## src/rtl/clnw_pkg.sv

```systemverilog
// ----------------------------------------------------------------------------
// clnw_pkg
// Shared types and constants of the character LCD nibble writer.
// ----------------------------------------------------------------------------
package clnw_pkg;

    // request codes
    localparam logic [3:0] REQ_CHAR     = 4'd0;
    localparam logic [3:0] REQ_COMMAND  = 4'd1;
    localparam logic [3:0] REQ_POSITION = 4'd2;
    localparam logic [3:0] REQ_HOME     = 4'd3;
    localparam logic [3:0] REQ_CLEAR    = 4'd4;
    localparam logic [3:0] REQ_DISPLAY  = 4'd5;
    localparam logic [3:0] REQ_CURSOR   = 4'd6;
    localparam logic [3:0] REQ_BLINK    = 4'd7;
    localparam logic [3:0] REQ_INIT     = 4'd8;

    // configuration register indexes
    localparam logic [1:0] CFG_COL_COUNT     = 2'd0;
    localparam logic [1:0] CFG_ROW_COUNT     = 2'd1;
    localparam logic [1:0] CFG_BUS_EIGHT_BIT = 2'd2;

    localparam int CFG_DATA_W = 6;

    localparam logic [5:0] COL_COUNT_RESET = 6'd16;
    localparam logic [1:0] ROW_COUNT_RESET = 2'd2;

    // lcd command bytes and masks
    localparam logic [7:0] SET_ADDR_CMD = 8'h80;
    localparam logic [7:0] ROW_OFFSET   = 8'h40;
    localparam logic [7:0] NIBBLE_MASK  = 8'h0F;
    localparam logic [7:0] CLEAR_CMD    = 8'h01;
    localparam logic [7:0] HOME_CMD     = 8'h02;
    localparam logic [7:0] CTRL_CMD     = 8'h08;
    localparam logic [2:0] DISP_BIT     = 3'h4;
    localparam logic [2:0] CURS_BIT     = 3'h2;
    localparam logic [2:0] BLINK_BIT    = 3'h1;

    localparam logic [2:0] SETTLE_NONE = 3'd0;
    localparam logic [2:0] SETTLE_CMD  = 3'd2;
    localparam logic [2:0] SETTLE_HOME = 3'd5;

    localparam int QUEUE_DEPTH = 4;
    localparam int QPTR_W      = $clog2(QUEUE_DEPTH);

    typedef struct packed {
        logic [3:0] req_type;
        logic [7:0] byte_value;
        logic [5:0] pos_x;
        logic [1:0] pos_y;
        logic       flag_on;
    } in_t;

    typedef struct packed {
        logic       reg_select;
        logic [7:0] bus_bits;
        logic [2:0] settle_ms;
        logic       last_transfer;
    } out_t;

    typedef struct packed {
        logic       rs;
        logic [7:0] value;
        logic [2:0] settle;
    } lcd_byte_t;

    // one classified request: one or two bytes to put on the bus
    typedef struct packed {
        logic      two_bytes;
        logic      eight_bit;
        logic      nibble_only;
        lcd_byte_t first;
        lcd_byte_t second;
    } job_t;

    typedef struct packed {
        logic [5:0] col_count;
        logic [1:0] row_count;
        logic       bus_eight_bit;
    } cfg_t;

endpackage

```

## src/rtl/clnw_front.sv

```systemverilog
// ----------------------------------------------------------------------------
// clnw_front
// Accepts requests, tracks cursor and control bits, turns each request into
// a job of one or two bus bytes; out-of-range positions and unknown types give none.
// ----------------------------------------------------------------------------
module clnw_front (
    input  logic           aclk,
    input  logic           aresetn,
    input  clnw_pkg::cfg_t cfg,
    input  logic           s_valid,
    output logic           s_ready,
    input  clnw_pkg::in_t  s_data,
    input  logic           q_full,
    output logic           q_push,
    output clnw_pkg::job_t q_job
);

    logic [5:0] col_reg, col_next;
    logic [1:0] row_reg, row_next;
    logic [2:0] ctrl_reg, ctrl_next;
    logic       has_job;
    logic       accept;
    logic [5:0] col_inc;
    logic [1:0] row_inc;
    logic [1:0] wrap_row;
    logic [2:0] ctrl_bit;
    logic [2:0] ctrl_new;
    logic [7:0] pos_cmd;

    assign s_ready = !q_full;
    assign accept  = s_valid && s_ready;
    assign q_push  = accept && has_job;

    always_comb begin
        col_inc  = col_reg + 6'd1;
        row_inc  = row_reg + 2'd1;
        wrap_row = (row_inc == cfg.row_count) ? 2'd0 : row_inc;
        pos_cmd  = {2'b00, s_data.pos_x}
                 + (clnw_pkg::SET_ADDR_CMD
                    | ((s_data.pos_y != 2'd0) ? clnw_pkg::ROW_OFFSET : 8'h00));

        case (s_data.req_type)
            clnw_pkg::REQ_DISPLAY: ctrl_bit = clnw_pkg::DISP_BIT;
            clnw_pkg::REQ_CURSOR:  ctrl_bit = clnw_pkg::CURS_BIT;
            default:               ctrl_bit = clnw_pkg::BLINK_BIT;
        endcase
        ctrl_new = s_data.flag_on ? (ctrl_reg | ctrl_bit) : (ctrl_reg & ~ctrl_bit);

        col_next  = col_reg;
        row_next  = row_reg;
        ctrl_next = ctrl_reg;
        has_job   = 1'b1;
        q_job     = '0;
        q_job.eight_bit = cfg.bus_eight_bit;

        case (s_data.req_type)
            clnw_pkg::REQ_CHAR: begin
                q_job.first = '{1'b1, s_data.byte_value, clnw_pkg::SETTLE_NONE};
                col_next = col_inc;
                if (col_inc == cfg.col_count) begin
                    col_next = 6'd0;
                    row_next = wrap_row;
                    q_job.two_bytes = 1'b1;
                    q_job.second = '{1'b0,
                        clnw_pkg::SET_ADDR_CMD
                        | ((wrap_row != 2'd0) ? clnw_pkg::ROW_OFFSET : 8'h00),
                        clnw_pkg::SETTLE_CMD};
                end
            end
            clnw_pkg::REQ_COMMAND: begin
                q_job.first = '{1'b0, s_data.byte_value, clnw_pkg::SETTLE_CMD};
            end
            clnw_pkg::REQ_POSITION: begin
                if (s_data.pos_x >= cfg.col_count || s_data.pos_y >= cfg.row_count) begin
                    has_job = 1'b0;
                end else begin
                    q_job.first = '{1'b0, pos_cmd, clnw_pkg::SETTLE_CMD};
                    col_next = s_data.pos_x;
                    row_next = s_data.pos_y;
                end
            end
            clnw_pkg::REQ_HOME: begin
                q_job.first = '{1'b0, clnw_pkg::HOME_CMD, clnw_pkg::SETTLE_HOME};
                col_next = 6'd0;
                row_next = 2'd0;
            end
            clnw_pkg::REQ_CLEAR: begin
                q_job.two_bytes = 1'b1;
                q_job.first  = '{1'b0, clnw_pkg::CLEAR_CMD, clnw_pkg::SETTLE_CMD};
                q_job.second = '{1'b0, clnw_pkg::HOME_CMD, clnw_pkg::SETTLE_HOME};
                col_next = 6'd0;
                row_next = 2'd0;
            end
            clnw_pkg::REQ_DISPLAY, clnw_pkg::REQ_CURSOR, clnw_pkg::REQ_BLINK: begin
                ctrl_next = ctrl_new;
                q_job.first = '{1'b0, clnw_pkg::CTRL_CMD | {5'd0, ctrl_new},
                                clnw_pkg::SETTLE_CMD};
            end
            clnw_pkg::REQ_INIT: begin
                q_job.nibble_only = 1'b1;
                q_job.first = '{1'b0, s_data.byte_value & clnw_pkg::NIBBLE_MASK,
                                clnw_pkg::SETTLE_NONE};
            end
            default: begin
                has_job = 1'b0;
            end
        endcase
    end

    always_ff @(posedge aclk) begin
        if (!aresetn) begin
            col_reg  <= 6'd0;
            row_reg  <= 2'd0;
            ctrl_reg <= 3'd0;
        end else if (accept) begin
            col_reg  <= col_next;
            row_reg  <= row_next;
            ctrl_reg <= ctrl_next;
        end
    end

endmodule

```

## src/rtl/clnw_queue.sv

```systemverilog
// ----------------------------------------------------------------------------
// clnw_queue
// Short job queue between the front and the bus sequencer.
// ----------------------------------------------------------------------------
module clnw_queue (
    input  logic           aclk,
    input  logic           aresetn,
    input  logic           push,
    input  clnw_pkg::job_t push_job,
    output logic           full,
    input  logic           pop,
    output logic           head_valid,
    output clnw_pkg::job_t head_job
);

    clnw_pkg::job_t                 mem_reg [clnw_pkg::QUEUE_DEPTH];
    logic [clnw_pkg::QPTR_W-1:0]    wr_ptr_reg, rd_ptr_reg;
    logic [clnw_pkg::QPTR_W:0]      count_reg, count_next;

    assign full       = (count_reg == (clnw_pkg::QPTR_W+1)'(clnw_pkg::QUEUE_DEPTH));
    assign head_valid = (count_reg != '0);
    assign head_job   = mem_reg[rd_ptr_reg];

    always_comb begin
        count_next = count_reg;
        if (push && !pop) begin
            count_next = count_reg + 1'b1;
        end else if (pop && !push) begin
            count_next = count_reg - 1'b1;
        end
    end

    always_ff @(posedge aclk) begin
        if (push) begin
            mem_reg[wr_ptr_reg] <= push_job;
        end
    end

    always_ff @(posedge aclk) begin
        if (!aresetn) begin
            wr_ptr_reg <= '0;
            rd_ptr_reg <= '0;
            count_reg  <= '0;
        end else begin
            if (push) begin
                wr_ptr_reg <= wr_ptr_reg + 1'b1;
            end
            if (pop) begin
                rd_ptr_reg <= rd_ptr_reg + 1'b1;
            end
            count_reg <= count_next;
        end
    end

endmodule

```

## src/rtl/clnw_back.sv

```systemverilog
// ----------------------------------------------------------------------------
// clnw_back
// Bus sequencer: splits each job into strobes, one per cycle while m_ready
// does not stall the output, into an output register.
// ----------------------------------------------------------------------------
module clnw_back (
    input  logic           aclk,
    input  logic           aresetn,
    input  logic           head_valid,
    input  clnw_pkg::job_t head_job,
    output logic           pop,
    output logic           m_valid,
    input  logic           m_ready,
    output clnw_pkg::out_t m_data
);

    logic               sel_reg;   // which byte of the job
    logic               half_reg;  // low nibble pending
    logic               m_valid_reg;
    clnw_pkg::out_t     m_data_reg, m_data_next;
    clnw_pkg::lcd_byte_t cur;
    logic               single;
    logic               byte_done;
    logic               job_done;
    logic               load;

    assign load    = head_valid && (!m_valid_reg || m_ready);
    assign pop     = load && job_done;
    assign m_valid = m_valid_reg;
    assign m_data  = m_data_reg;

    always_comb begin
        cur       = sel_reg ? head_job.second : head_job.first;
        single    = head_job.eight_bit || head_job.nibble_only;
        byte_done = single || half_reg;
        job_done  = byte_done && (sel_reg || !head_job.two_bytes);

        m_data_next.reg_select    = cur.rs;
        m_data_next.last_transfer = job_done;
        if (single) begin
            m_data_next.bus_bits  = cur.value;
            m_data_next.settle_ms = cur.settle;
        end else if (!half_reg) begin
            m_data_next.bus_bits  = {4'd0, cur.value[7:4]};
            m_data_next.settle_ms = clnw_pkg::SETTLE_NONE;
        end else begin
            m_data_next.bus_bits  = cur.value & clnw_pkg::NIBBLE_MASK;
            m_data_next.settle_ms = cur.settle;
        end
    end

    always_ff @(posedge aclk) begin
        if (load) begin
            m_data_reg <= m_data_next;
        end
    end

    always_ff @(posedge aclk) begin
        if (!aresetn) begin
            sel_reg     <= 1'b0;
            half_reg    <= 1'b0;
            m_valid_reg <= 1'b0;
        end else begin
            if (load) begin
                m_valid_reg <= 1'b1;
                half_reg    <= !byte_done;
                if (byte_done) begin
                    sel_reg <= !job_done;
                end
            end else if (m_ready) begin
                m_valid_reg <= 1'b0;
            end
        end
    end

endmodule

```

## src/rtl/char_lcd_nibble_writer.sv

```systemverilog
// ----------------------------------------------------------------------------
// char_lcd_nibble_writer
// Character LCD request to bus strobe converter, 4-bit or 8-bit bus.
// ----------------------------------------------------------------------------
//  channel   dir   handshake            payload
//  s_        in    s_valid / s_ready    clnw_pkg::in_t  request
//  m_        out   m_valid / m_ready    clnw_pkg::out_t one strobe
//  cfg_      in    cfg_valid/cfg_ready  cfg_index, cfg_data
//
//  a request gives 0 to 4 strobes, one per cycle unless m_ready holds the
//  output; rejected positions and unknown types give none.
//  the front takes a request every cycle while the 4-entry job queue has
//  room. m_valid rises once the queue, then the output register, take the job.
//  synchronous reset clears cursor, control bits, queue and output valid;
//  config resets to 16 columns, 2 rows, 4-bit bus. cfg_ready is always high.
//  m_ready low holds the output register, then the queue, then s_ready.
// ----------------------------------------------------------------------------
module char_lcd_nibble_writer (
    input  logic                            aclk,
    input  logic                            aresetn,
    input  logic                            s_valid,
    output logic                            s_ready,
    input  clnw_pkg::in_t                   s_data,
    output logic                            m_valid,
    input  logic                            m_ready,
    output clnw_pkg::out_t                  m_data,
    input  logic                            cfg_valid,
    output logic                            cfg_ready,
    input  logic [1:0]                      cfg_index,
    input  logic [clnw_pkg::CFG_DATA_W-1:0] cfg_data
);

    clnw_pkg::cfg_t cfg_reg;
    clnw_pkg::job_t push_job, head_job;
    logic           push, full, pop, head_valid;

    assign cfg_ready = 1'b1;

    always_ff @(posedge aclk) begin
        if (!aresetn) begin
            cfg_reg.col_count     <= clnw_pkg::COL_COUNT_RESET;
            cfg_reg.row_count     <= clnw_pkg::ROW_COUNT_RESET;
            cfg_reg.bus_eight_bit <= 1'b0;
        end else if (cfg_valid) begin
            case (cfg_index)
                clnw_pkg::CFG_COL_COUNT:     cfg_reg.col_count     <= cfg_data;
                clnw_pkg::CFG_ROW_COUNT:     cfg_reg.row_count     <= cfg_data[1:0];
                clnw_pkg::CFG_BUS_EIGHT_BIT: cfg_reg.bus_eight_bit <= cfg_data[0];
                default: ;
            endcase
        end
    end

    clnw_front u_front (
        .aclk    (aclk),
        .aresetn (aresetn),
        .cfg     (cfg_reg),
        .s_valid (s_valid),
        .s_ready (s_ready),
        .s_data  (s_data),
        .q_full  (full),
        .q_push  (push),
        .q_job   (push_job)
    );

    clnw_queue u_queue (
        .aclk       (aclk),
        .aresetn    (aresetn),
        .push       (push),
        .push_job   (push_job),
        .full       (full),
        .pop        (pop),
        .head_valid (head_valid),
        .head_job   (head_job)
    );

    clnw_back u_back (
        .aclk       (aclk),
        .aresetn    (aresetn),
        .head_valid (head_valid),
        .head_job   (head_job),
        .pop        (pop),
        .m_valid    (m_valid),
        .m_ready    (m_ready),
        .m_data     (m_data)
    );

endmodule

```

## config.mk

```make
export PLATFORM = sky130hd
export DESIGN_NAME = char_lcd_nibble_writer
export DESIGN_NICKNAME = d
export VERILOG_FILES = /design/src/rtl/clnw_pkg.sv /design/src/rtl/clnw_front.sv /design/src/rtl/clnw_queue.sv /design/src/rtl/clnw_back.sv /design/src/rtl/char_lcd_nibble_writer.sv
export SDC_FILE = /design/constraint.sdc
export NUM_CORES = 1
export LEC_CHECK = 0
export BUFFER_PORTS_ARGS = -buffer_cell sky130_fd_sc_hd__buf_2
export CAP_MARGIN = 20
export CORE_ASPECT_RATIO = 1.75
export CORE_MARGIN = 2
export CORE_UTILIZATION = 45
export CTS_CLUSTER_SIZE = 25
export DETAILED_ROUTE_END_ITERATION = 10
export PLACE_DENSITY = 0.66
export SYNTH_ARGS = -nofsm -noshare
export SYNTH_HDL_FRONTEND = slang
export SYNTH_SLANG_ARGS = --single-unit
```

## constraint.sdc

```tcl
create_clock -name aclk -period 3.1 [get_ports aclk]
set_input_delay 0.465 -clock aclk [delete_from_list [all_inputs] [get_ports aclk]]
set_output_delay 0.465 -clock aclk [all_outputs]
set_load 0.01 [all_outputs]
```

# Yosys cells after proc, flatten, opt, wreduce, memory -nomap -nowiden

Memory sizes are Yosys's and may differ from the RTL's. A register that Yosys moved wholly into a read port is not among the register bits.
Index checks and enable logic that the tools add are counted.

Add/subtract/negate cells: 7
Magnitude comparators: 2
Equal/unequal tests: 15
Muxes and demuxes: 31
Bitwise gates (word level): 3
Reduce and logical (&&, ||, !) cells: 37

Operator list:

| kind                                                 | number |
|---|---|
| one-hot mux 12 bit (7 select lines)                  | 1 |
| two-way mux 11 bit                                   | 3 |
| one-hot mux 11 bit (2 select lines)                  | 1 |
| two-way mux 7 bit                                    | 3 |
| one-hot mux 6 bit (3 select lines)                   | 1 |
| equality test 4 x 3 -> 1 bit (second input constant) | 4 |
| two-way mux 12 bit                                   | 1 |
| two-way mux 6 bit                                    | 2 |
| two-way mux 2 bit                                    | 5 |
| AND reduction 2 bit                                  | 5 |
| two-way mux 3 bit                                    | 3 |
| adder 6 x 8 -> 8 bit                                 | 1 |
| equality test 4 x 2 -> 1 bit (second input constant) | 2 |
| nonzero test 2 bit                                   | 4 |
| OR reduction 8 bit                                   | 1 |
| logical AND 1 bit                                    | 7 |
| logical NOT 1 bit                                    | 7 |
| two-way mux 1 bit                                    | 7 |
| adder 2 x 1 -> 2 bit (second input constant)         | 3 |
| adder 6 x 1 -> 6 bit (second input constant)         | 1 |
| equality test 6 bit                                  | 1 |
| greater-or-equal comparator 6 bit                    | 1 |
| one-hot mux 2 bit (3 select lines)                   | 1 |
| one-hot mux 3 bit (2 select lines)                   | 1 |
| 23 further kinds                                     | 29 |

Flip-flop bits (word level): 43
RAM bits: 104
Bits of input ports: 34
Output and inout port bits: 16
Word-level logic and storage cells: 112
Memories kept: 1

Memories:

| name            | depth | bits a word | read ports | clocked after Yosys merged registers in | write ports | RTL line         | source |
|---|---|---|---|---|---|---|---|
| u_queue.mem_reg | 4     | 26          | 1          | 1                                       | 1           | clnw_queue.sv:16 | `clnw_pkg::job_t mem_reg [clnw_pkg::QUEUE_DEPTH];` |

# Logic depth before layout (Yosys ltp)

Gate-level depths: netlist of run 1.

Word-level depth: 9
Gate-level depth with buffers: 12
Mapped depth without buffers: 12

# Hierarchy

A second synthesis of run 1 with hierarchy kept.

Cells, all modules: 478
Area, all modules: 7044.3 um^2

Modules (own cells, without submodules):

| module                 | instances | cells each | area each (um^2) | seq. area each (um^2) |
|---|---|---|---|---|
| clnw_queue             | 1         | 184        | 4390.5           | 3423.3 |
| clnw_front             | 1         | 201        | 1468.9           | 220.2 |
| clnw_back              | 1         | 53         | 794.5            | 450.4 |
| char_lcd_nibble_writer | 1         | 40         | 390.4            | 180.2 |

# Worst setup path after synthesis of run 1

Ideal clock, no wire load.

Path type: input-to-reg
Start: input port s_data[8] (netlist bit)
End: register u_queue.count_reg[2] (netlist bit)
Library setup time: 0.076 ns
Arrival time: 2.992 ns
Data required time: 3.024 ns
Path slack: 0.032 ns
Cell stages on the path: 11
Buffers on the path: 0
Cells stage by stage: ha_1 > a211o_1 > a21oi_1 > o221ai_2 > a221oi_4 > ha_1 > inv_1 > fa_1 > xor2_1 > or3_1 > a21boi_0

Longest elaborated chain between the ends: 8
Elaborated cells between the ends (all ways): 10
Those cells by class: order compare (1); mux (3); reduce/logical (6)

RTL lines:

| what                                 | RTL line                     | source |
|---|---|---|
| start: declaration                   | char_lcd_nibble_writer.sv:23 | `input clnw_pkg::in_t s_data,` |
| greater-or-equal comparator 6 bit *  | clnw_front.sv:74             | `if (s_data.pos_x >= cfg.col_count \|\| s_data.pos_y >= cfg.row_count) begin` |
| logical OR 1 bit *                   | clnw_front.sv:74             |  |
| two-way mux 1 bit *                  | clnw_front.sv:74             |  |
| one-hot mux 1 bit (2 select lines) * | clnw_front.sv:56             | `case (s_data.req_type)` |
| logical AND 1 bit *                  | clnw_front.sv:32             | `assign q_push = accept && has_job;` |
| net push                             | char_lcd_nibble_writer.sv:35 | `logic push, full, pop, head_valid;` |
| logical NOT 1 bit                    | clnw_queue.sv:28             | `end else if (pop && !push) begin` |
| logical AND 1 bit                    | clnw_queue.sv:28             |  |
| nonzero test 2 bit (no line)         | --                           |  |
| end signal: assignment               | clnw_queue.sv:51             | `count_reg <= count_next;` |
| end: declaration                     | clnw_queue.sv:18             | `logic [clnw_pkg::QPTR_W:0] count_reg, count_next;` |

Mark *: on every way through the listed nets, which the timed path passes. The rest lies on a longest branch.
A chain may end at the register's enable or synchronous reset.

# Final worst setup path of run 1

Start: register cfg_reg[8] (netlist bit)
End: register u_queue.count_reg[2] (netlist bit)

Longest elaborated chain between the ends: 8
Elaborated cells between the ends (all ways): 10
Those cells by class: order compare (1); mux (3); reduce/logical (6)

RTL lines:

| what                                 | RTL line                     | source |
|---|---|---|
| start: declaration                   | char_lcd_nibble_writer.sv:33 | `clnw_pkg::cfg_t cfg_reg;` |
| greater-or-equal comparator 6 bit *  | clnw_front.sv:74             |  |
| logical OR 1 bit *                   | clnw_front.sv:74             |  |
| two-way mux 1 bit *                  | clnw_front.sv:74             |  |
| one-hot mux 1 bit (2 select lines) * | clnw_front.sv:56             |  |
| logical AND 1 bit *                  | clnw_front.sv:32             |  |
| net push                             | char_lcd_nibble_writer.sv:35 |  |
| logical NOT 1 bit                    | clnw_queue.sv:28             |  |
| logical AND 1 bit                    | clnw_queue.sv:28             |  |
| nonzero test 2 bit (no line)         | --                           |  |

Marked as above.

==> results of run 1 <==
[kinds of logic after synthesis]
kind of cell	Yosys count	synth area share, %
buffers and inverters	41	3.16
AND/OR/NAND/NOR	135	13.0
flip-flops	112	57.3
other	1	0.0706
adder cells (fa/ha/maj)	15	3.67
XOR/XNOR	14	2.31
AO/OA/AOI/OAI	74	10.9
multiplexers	31	9.61
[area by class of cell]
class	count	area share, %
flip-flops and latches	112	50.0
well taps	135	2.78
clock buffers	10	4.12
inverters	22	1.36
repair buffers	69	6.54
multi-input cells	270	34.5
clock inverters	6	0.617
[metrics by stage]
step                      worst slack [ps]  power, mW
after floorplan                       32.5       2.76
after global placement                74.1       3.08
after detailed placement              8.19       3.11
after CTS                              161       4.23
after global routing                  9.60       4.41
final                                  189       4.17
[power breakdown]
group	leakage (nW)	internal, mW	switching [mW]	total (mW)
logic	1.16	0.501	0.607	1.11
registers	1.02	1.86	0.0934	1.95
clock network	0.149	0.596	0.516	1.11
total	2.33	2.95	1.22	4.17
[layer usage]
metal	up-vias	global-route usage (%)	wire length [um]
met5	-	0	0
met4	0	8.41	367
met3	26	3.69	390
met2	93	37.1	6430
met1	1670	17.9	3880
li1	1673	-	-
[placed cells by master (no fill, tap or decap), types with 7 or more instances in the layout]
cell type                   count
sky130_fd_sc_hd__edfxtp_1      80
sky130_fd_sc_hd__buf_2         48
sky130_fd_sc_hd__nand2_1       43
sky130_fd_sc_hd__dfxtp_1       32
sky130_fd_sc_hd__nor2_1        25
sky130_fd_sc_hd__inv_1         22
sky130_fd_sc_hd__buf_4         21
sky130_fd_sc_hd__mux4_2        16
sky130_fd_sc_hd__and2_1        15
sky130_fd_sc_hd__mux2i_1       15
sky130_fd_sc_hd__a21oi_1       14
sky130_fd_sc_hd__ha_1          14
sky130_fd_sc_hd__nor2b_1       13
sky130_fd_sc_hd__o21ai_0       11
sky130_fd_sc_hd__clkbuf_16     10
sky130_fd_sc_hd__nor3_1         9
sky130_fd_sc_hd__xnor2_1        8
sky130_fd_sc_hd__nand2b_1       7
sky130_fd_sc_hd__a21boi_0       7
sky130_fd_sc_hd__o31ai_1        7
[tightest hold or removal path, cell delays in order]
cell and delay [ps]:
sky130_fd_sc_hd__buf_2 70, sky130_fd_sc_hd__nand2_1 40, sky130_fd_sc_hd__o211ai_1 80
[final timing paths]
path,end,cells past startpoint
hold / removal,cfg_reg[7],3
setup / recovery,u_queue.count_reg[2],12
setup reg to reg,u_queue.count_reg[2],12
hold reg to reg,u_front.ctrl_reg[1],2
==> metrics, run 1 <==
area of the multi-input gates=0.00210 mm2; remaining max-slew budget at the tightest pin=47.2%; count of flip-flops with a built-in enable after synthesis=80; highest attainable clock frequency=344 MHz; hold path startpoint=cfg_data[4]; smallest hold slack=350 ps; number of buffers added on ports=48; portion of the post-synthesis area used by sequential elements=57.3%; asr flop ratio synth=0%; most frequently used cell type in the post-synthesis netlist=sky130_fd_sc_hd__edfxtp_1; setup repair after global routing missed its margin=false; CTS root buf=sky130_fd_sc_hd__clkbuf_16; # rows=52; detailed-route vias per instance=5.55; Gate Count Post-Synth=423; core outline area=0.0115 mm2; total via count after detailed routing=3462; final routed wirelength across all metal layers=11100 um; Max clock buf depth=2; max-slew violation total from the final report=0; final-stage net count=533; post-CTS resize count=0; static leakage power=2.33 nW; H-Tree Depth=3; Syn Area/Cell=12.6 um2; vias in the first global route=3647; largest vdd supply drop=0.000288 V; post-synthesis to final-layout area growth=14.5%; Iter 0 DRT Violations=215; cell breakdown of the critical path=inv_1 > ha_1 > a211o_1 > a21oi_1 > o221ai_2 > a221oi_4 > ha_1 > inv_1 > fa_1 > xor2_1 > or3_1 > a21boi_0; post-CTS clock slew at the launch and capture registers of the worst setup and hold paths=70 ps; worst-margin pin slew=786 ps; clock latency of the later-clocked register in the worst-skew pair=340 ps; chip height=148 um; outcome=complete, no violations; largest net degree at the start of global routing=35; final estimated routing congestion in global placement=0.855; class of the most critical setup path=reg2reg; total gr overflow=0; Tightest Hold Check Type=in2reg; flip-flop and latch area=0.00304 mm2; number of detailed-routing iterations run before antenna repair=4; delay of the slowest cell on the worst path=370 ps; flip-flop count of the largest register, all copies and words added=68; post-cts hold buffer count=0; cell area reported after detailed placement=0.00579 mm2; final instance area=0.00608 mm2; synth cell count leaders=80 x sky130_fd_sc_hd__edfxtp_1, 43 x sky130_fd_sc_hd__nand2_1, 32 x sky130_fd_sc_hd__dfxtp_1; delay-heaviest family, CP=compound AO/OA/AOI/OAI gates; final worst path period need=2910 ps; DIE AREA=0.0127 mm2; initial standard-cell utilization of the core=46.1%; initial antenna violation count=0; number of nets produced by synthesis=472; count of unresolved DRC violations after routing=0; final cell utilization of the core=52.8%; largest area contributor in the netlist=sky130_fd_sc_hd__edfxtp_1; floorplan die width=86.1 um; global-route wire length before repair=18000 um; Num CTS Buffers=9; CTS tree=built; synthesis-stage register bit count=112; antenna-violating nets left=0; ratio of cells with drive above 1 in the final layout=23.5%; final-layout setup total negative slack=0 ps; count of yosys warnings during synthesis=0; startpoint of the most critical setup path=cfg_reg[8]; Crit path arrival time=3180 ps; placed insts=608; final number of hold-violating endpoints=0; CP required=3370 ps; final non-filler cell total=624; number of antenna diodes=0; clock sink count=112; # Max-Cap Violations=0; nature of the critical path endpoint=register; final worst path period share=93.9%; reg2reg setup slack=190 ps; number of fill cells in the layout=982; # Post-CTS Setup Buffers=0; global-route total usage across every layer=18.8%; estimated wirelength of the detail-placed design=8490 um; Critical R2R Launch=cfg_reg[8]; power per unit of standard cell area=686 mW/mm2; number of distinct library cells after synthesis=60; count of final setup violators=0; cell at the slowest stage of the critical path=sky130_fd_sc_hd__fa_1; Buf+Inv Stages, Crit Path=2; CP startpoint kind=register; maximum net fanout on the critical path=2; top-area cell type share of the netlist area=45.2%; post-synthesis cell area=0.00531 mm2; total I/O pin count=50; ys flop type=sky130_fd_sc_hd__edfxtp_1; clk_skew=6.77 ps; per-cell routed wire length=17.7 um; synth top area cells=sky130_fd_sc_hd__edfxtp_1 45%, sky130_fd_sc_hd__dfxtp_1 12%, sky130_fd_sc_hd__mux4_2 6.8%, sky130_fd_sc_hd__ha_1 3.3%, sky130_fd_sc_hd__nand2_1 3.0%
(Power assumes the default switching activity.)
==> inputs of run 2 (changes only) <==
Settings changed: CORE_MARGIN 2 to 3.
==> run 2 against run 1 <==
  * Die area increased by 3.7%
  * First-iteration DRC count decreased by 0.93%
  * Sequential power about the same
  * Hold slack got worse by 2.9 ps
  * Clock skew increased by 6.6 ps
  * Clock-buffer cell count unchanged
  * Largest power group unchanged
  * Total power increased by 1.2%
  * Register-to-register slack about the same
  * Via count increased by 1.2%
  * Core utilization increased by 0.94 points
  * Routed wire length increased by 1.7%
==> metrics, run 2 (same netlist as run 1, synthesis figures left out) <==
# Post-CTS Setup Buffers=0 (unchanged); worst-margin pin slew=737 ps (was 786 ps); Tightest Hold Check Type=in2reg (unchanged); class of the most critical setup path=reg2reg (unchanged); clk_skew=13.4 ps (was 6.77 ps); core outline area=0.0114 mm2 (was 0.0115 mm2); number of buffers added on ports=48 (unchanged); final routed wirelength across all metal layers=11300 um (was 11100 um); initial antenna violation count=0 (unchanged); CP required=3360 ps (was 3370 ps); final worst path period share=93.8% (was 93.9%); Num CTS Buffers=9 (unchanged); total via count after detailed routing=3502 (was 3462); delay of the slowest cell on the worst path=420 ps (was 370 ps); initial standard-cell utilization of the core=46.8% (was 46.1%); per-cell routed wire length=18.1 um (was 17.7 um); Crit path arrival time=3160 ps (was 3180 ps); chip height=150 um (was 148 um); delay-heaviest family, CP=compound AO/OA/AOI/OAI gates (unchanged); maximum net fanout on the critical path=2 (unchanged); total I/O pin count=50 (unchanged); final-layout setup total negative slack=0 ps (unchanged); count of unresolved DRC violations after routing=0 (unchanged); # rows=51 (was 52); # Max-Cap Violations=0 (unchanged); total stage count of the critical path=11 (was 12); post-synthesis to final-layout area growth=14.9% (was 14.5%); post-cts hold buffer count=0 (unchanged); largest net degree at the start of global routing=35 (unchanged); final worst path period need=2910 ps (about the same); CP startpoint kind=register (unchanged); setup repair after global routing missed its margin=false (unchanged); cell at the slowest stage of the critical path=sky130_fd_sc_hd__dfxtp_1 (was sky130_fd_sc_hd__fa_1); H-Tree Depth=3 (unchanged); r2r endpoint=u_queue.count_reg[2] (unchanged); outcome=complete, no violations (unchanged); clock latency of the later-clocked register in the worst-skew pair=340 ps (about the same); number of detailed-routing iterations run before antenna repair=5 (was 4); static leakage power=2.34 nW (was 2.33 nW); nature of the critical path endpoint=register (unchanged); most used cells in the layout excluding fill and tap cells=80 x sky130_fd_sc_hd__edfxtp_1, 48 x sky130_fd_sc_hd__buf_2, 43 x sky130_fd_sc_hd__nand2_1 (unchanged); Max clock buf depth=2 (unchanged); estimated wirelength of the detail-placed design=8660 um (was 8490 um); reg2reg setup slack=190 ps (about the same); detailed-route vias per instance=5.63 (was 5.55); largest vdd supply drop=0.000291 V (was 0.000288 V); highest attainable clock frequency=344 MHz (about the same); DIE AREA=0.0132 mm2 (was 0.0127 mm2); CTS tree=built (unchanged); count of final setup violators=0 (unchanged); final cell utilization of the core=53.7% (was 52.8%); cell breakdown of the critical path=inv_1 > ha_1 > a21oi_1 > o221ai_2 > a221oi_4 > ha_1 > inv_1 > fa_1 > xor2_1 > or3_1 > a21boi_0 (was inv_1 > ha_1 > a211o_1 > a21oi_1 > o221ai_2 > a221oi_4 > ha_1 > inv_1 > fa_1 > xor2_1 > or3_1 > a21boi_0); Iter 0 DRT Violations=213 (was 215); final number of hold-violating endpoints=0 (unchanged); global-route wire length before repair=17700 um (was 18000 um); antenna-violating nets left=0 (unchanged); total gr overflow=0 (unchanged); max-slew violation total from the final report=0 (unchanged); post-CTS resize count=0 (unchanged); Critical R2R Launch=cfg_reg[4] (was cfg_reg[8]); CTS root buf=sky130_fd_sc_hd__clkbuf_16 (unchanged); post-CTS clock slew at the launch and capture registers of the worst setup and hold paths=70 ps (about the same); remaining max-slew budget at the tightest pin=50.5% (was 47.2%); final-stage net count=534 (was 533); worst-case reg-to-reg path depth=11 (was 12); ratio of cells with drive above 1 in the final layout=24.1% (was 23.5%); final estimated routing congestion in global placement=0.889 (was 0.855); vias in the first global route=3661 (was 3647); worst hold path endpoint=cfg_reg[7] (unchanged); floorplan die width=88.1 um (was 86.1 um); count of cells along the worst hold path=3 (unchanged); number of antenna diodes=0 (unchanged); Buf+Inv Stages, Crit Path=2 (unchanged); power per unit of standard cell area=691 mW/mm2 (was 686 mW/mm2); flip-flop count of the largest register, all copies and words added=68 (unchanged); hold path startpoint=cfg_data[4] (unchanged); global-route total usage across every layer=18.1% (was 18.8%); most frequent standard cell in the layout excluding fill and tap cells=sky130_fd_sc_hd__edfxtp_1 (unchanged); clock sink count=112 (unchanged)
## run 2: worst max-delay path by stage
stage / slack, ps / startpoint / to
6_report: 190 / cfg_reg[4] / u_queue.count_reg[2]
3_5_place_dp: -20 / s_data[8] / u_queue.count_reg[2]
4_1_cts: 120 / cfg_reg[7] / u_queue.count_reg[2]
3_3_place_gp: 70 / s_data[8] / u_queue.count_reg[2]
2_1_floorplan: 30 / s_data[8] / u_queue.count_reg[2]
5_1_grt: 30 / cfg_reg[8] / u_queue.count_reg[2]
## run 2: report_power, final
group          total [mW]  switching, mW  internal, mW  leakage [nW]
Combinational        1.12          0.616         0.505          1.16
Sequential           1.95         0.0879          1.86          1.02
Clock                1.15          0.501         0.652         0.154
Total                4.22           1.21          3.02          2.34
## run 2: area by class of cell
cell class / instances / area [um2]
Multi-Input combinational cell: 270 / 2100
Clock buffer: 10 / 239
Fill cell: 1008 / 5250
Clock inverter: 6 / 63.8
Timing Repair Buffer: 70 / 405
Inverter: 22 / 82.6
Sequential cell: 112 / 3040
Tap cell: 132 / 165
## run 2: per-layer routing
layer	GRT usage [%]	part of all wire [%]	up-vias	wire length, um
met2	35.1	58	87	6560
met4	10.4	4.2	0	469
met5	0	0	-	0
met3	2.48	2.8	30	310
li1	-	-	1682	-
met1	17.5	35	1703	3920
## run 2: through the flow
step	instances	power [mW]	instance area (um2)	setup WS [ps]	hold WS, ps
final	622	4.22	6100	191	348
after global routing	622	4.45	6100	34.0	362
after CTS	622	4.27	6100	124	341
after detailed placement	606	3.12	5800	-19.4	467
after global placement	606	3.09	5800	74.6	460
after floorplan	423	2.76	5310	32.5	443
## run 2: worst reg2reg max path: cells and delay by family, from the launching register on
kind	cells	cell delay, ps
xor+xnor	1	170
simple gates	1	300
flops	1	420
compound gates	4	900
buf+inv	2	170
fa+ha+maj	3	870
==> inputs of run 3 (changes only) <==
Settings changed: PLACE_DENSITY 0.66 to not set.
Clock period 3.1 ns to 3.05 ns, I/O delays scaled along.
==> run 3 against run 2 <==
  * Clock skew down 4.6 ps
  * Sequential cell count stayed put
  * Fmax increased by 2.1%
  * Clock-buffer cell count is 2 higher
  * Critical path depth is 1 higher
  * Combinational power rose by 4%
  * Critical path type unchanged
  * Critical endpoint unchanged
  * Largest power group unchanged
  * Highest routed layer unchanged
==> metrics, run 3 (same netlist as run 1, synthesis figures left out) <==
outcome=complete, no violations (unchanged); Tightest Hold Check Type=in2reg (unchanged); worst-margin pin slew=848 ps (was 737 ps); number of buffers added on ports=48 (unchanged); class of the most critical setup path=reg2reg (unchanged); clk_skew=8.80 ps (was 13.4 ps); number of detailed-routing iterations run before antenna repair=4 (was 5); maximum net fanout on the critical path=2 (unchanged); # rows=51 (unchanged); final worst path period need=2850 ps (was 2910 ps); worst-case reg-to-reg path depth=12 (was 11); cell breakdown of the critical path=inv_1 > ha_1 > a211o_1 > a21oi_2 > o221ai_4 > a221oi_4 > ha_2 > inv_1 > fa_1 > xor2_1 > or3_1 > a21boi_1 (was inv_1 > ha_1 > a21oi_1 > o221ai_2 > a221oi_4 > ha_1 > inv_1 > fa_1 > xor2_1 > or3_1 > a21boi_0); DIE AREA=0.0132 mm2 (unchanged); number of fill cells in the layout=963 (was 1008); clock latency of the later-clocked register in the worst-skew pair=340 ps (about the same); static leakage power=2.36 nW (was 2.34 nW); switching portion of total power=28.7% (was 28.6%); CP startpoint kind=register (unchanged); vias in the first global route=3596 (was 3661); cell at the slowest stage of the critical path=sky130_fd_sc_hd__fa_1 (was sky130_fd_sc_hd__dfxtp_1); setup repair after global routing missed its margin=false (unchanged); number of antenna diodes=0 (unchanged); Num CTS Buffers=9 (unchanged); delay of the slowest cell on the worst path=370 ps (was 420 ps); total via count after detailed routing=3455 (was 3502); Net Switching=1.23 mW (was 1.21 mW); global-route total usage across every layer=18.9% (was 18.1%); per-cell routed wire length=18.5 um (was 18.1 um); final-stage net count=536 (was 534); most frequent standard cell in the layout excluding fill and tap cells=sky130_fd_sc_hd__edfxtp_1 (unchanged); share of total power in combinational logic=27.0% (was 26.6%); core outline area=0.0114 mm2 (unchanged); count of unresolved DRC violations after routing=0 (unchanged); clock sink count=112 (unchanged); final instance area=0.00618 mm2 (was 0.00610 mm2); floorplan die width=88.1 um (unchanged); largest net degree at the start of global routing=35 (unchanged); initial standard-cell utilization of the core=46.8% (unchanged); largest vdd supply drop=0.000306 V (was 0.000291 V); power per unit of standard cell area=695 mW/mm2 (was 691 mW/mm2); Max clock buf depth=2 (unchanged); Crit path top cell by count=sky130_fd_sc_hd__inv_1; reg2reg setup slack=200 ps (was 190 ps); total I/O pin count=50 (unchanged); total gr overflow=0 (unchanged); chip height=150 um (unchanged); estimated wirelength of the detail-placed design=8790 um (was 8660 um); final number of hold-violating endpoints=0 (unchanged); flip-flop count of the largest register, all copies and words added=68 (unchanged); CTS root buf=sky130_fd_sc_hd__clkbuf_16 (unchanged); detailed-route vias per instance=5.54 (was 5.63); internal power consumption=3.07 mW (was 3.02 mW); highest attainable clock frequency=351 MHz (was 344 MHz); post-synthesis to final-layout area growth=16.4% (was 14.9%); CP required=3320 ps (was 3360 ps); remaining max-slew budget at the tightest pin=43.0% (was 50.5%); final worst path period share=93.4% (was 93.8%); part of the power in the clock network=26.9% (was 27.3%); initial antenna violation count=0 (unchanged); # Max-Cap Violations=0 (unchanged); nature of the critical path endpoint=register (unchanged); Iter 0 DRT Violations=126 (was 213); post-CTS clock slew at the launch and capture registers of the worst setup and hold paths=70 ps (about the same); ratio of cells with drive above 1 in the final layout=24.6% (was 24.1%); antenna-violating nets left=0 (unchanged); count of cells along the worst hold path=3 (unchanged); max-slew violation total from the final report=0 (unchanged); final estimated routing congestion in global placement=0.887 (was 0.889); power share of the sequential group=46.1% (about the same); H-Tree Depth=3 (unchanged); Power, Total=4.30 mW (was 4.22 mW); count of final setup violators=0 (unchanged); cell area reported after detailed placement=0.00588 mm2 (was 0.00580 mm2); CTS tree=built (unchanged); Crit path arrival time=3120 ps (was 3160 ps); global-route wire length before repair=18500 um (was 17700 um); final routed wirelength across all metal layers=11500 um (was 11300 um); most used cells in the layout excluding fill and tap cells=80 x sky130_fd_sc_hd__edfxtp_1, 48 x sky130_fd_sc_hd__buf_2, 43 x sky130_fd_sc_hd__nand2_1 (unchanged)
## run 3: final cells by class
class / instances / area [um2] / share of cell area [%]
sequential: 112 / 3050 / 49.3
multi-input combinational: 270 / 2120 / 34.3
timing repair buffer: 72 / 470 / 7.61
clock buffer: 12 / 278 / 4.49
tap: 132 / 165 / 2.67
inverter: 22 / 82.6 / 1.34
clock inverter: 4 / 23.8 / 0.384
## run 3: timing repair
action	in CTS	in global routing
gates resized for setup	0	2
setup buffers	0	0
hold buffers	0	0
setup endpoints to repair	0	1
## run 3: final timing paths
kind / start / endpoint
worst max-delay path: cfg_reg[8] / u_queue.count_reg[2]
worst min-delay path: cfg_data[4] / cfg_reg[7]
worst max register to register: cfg_reg[8] / u_queue.count_reg[2]
worst min register to register: u_front.ctrl_reg[1] / u_front.ctrl_reg[1]
## run 3: power by group through the flow
stage                     Sequential [mW]  Combinational, mW  Clock [mW]
final                                1.98               1.16        1.16
after global routing                 2.00               1.30        1.25
after CTS                            1.98               1.19        1.19
after detailed placement             2.01               1.19           0
after global placement               2.00               1.16           0
after floorplan                      2.04              0.769           0
## run 3: worst max-delay path: cells and delay by family (launching register included)
family	cells	cell delay [ps]
AOI/OAI and AO/OA	5	980
buffers and inverters	2	100
xor gates and xnor gates	1	170
adders and majority gates	3	880
and+or+nand+nor	1	300
DFF	1	330
## run 3: stage by stage
step | hold WS, ps | setup WS [ps] | util [%] | setup TNS, ps | cells
floorplan | 443 | 2.40 | - | 0 | 423
global placement | 459 | 13.4 | 51.8 | 0 | 608
detailed placement | 471 | -34.2 | 51.8 | -34.2 | 608
CTS | 328 | 129 | 54.4 | 0 | 624
global route | 348 | 19.1 | 54.4 | 0 | 624
finish | 345 | 203 | 54.4 | 0 | 624
## run 3: per-layer routing
layer / track usage, % / vias up / part of all wire, %
met5: 0 / - / 0
met4: 8.62 / 0 / 3.8
met3: 3.53 / 21 / 3.0
met2: 36.0 / 72 / 58
met1: 19.3 / 1681 / 36
li1: - / 1681 / -
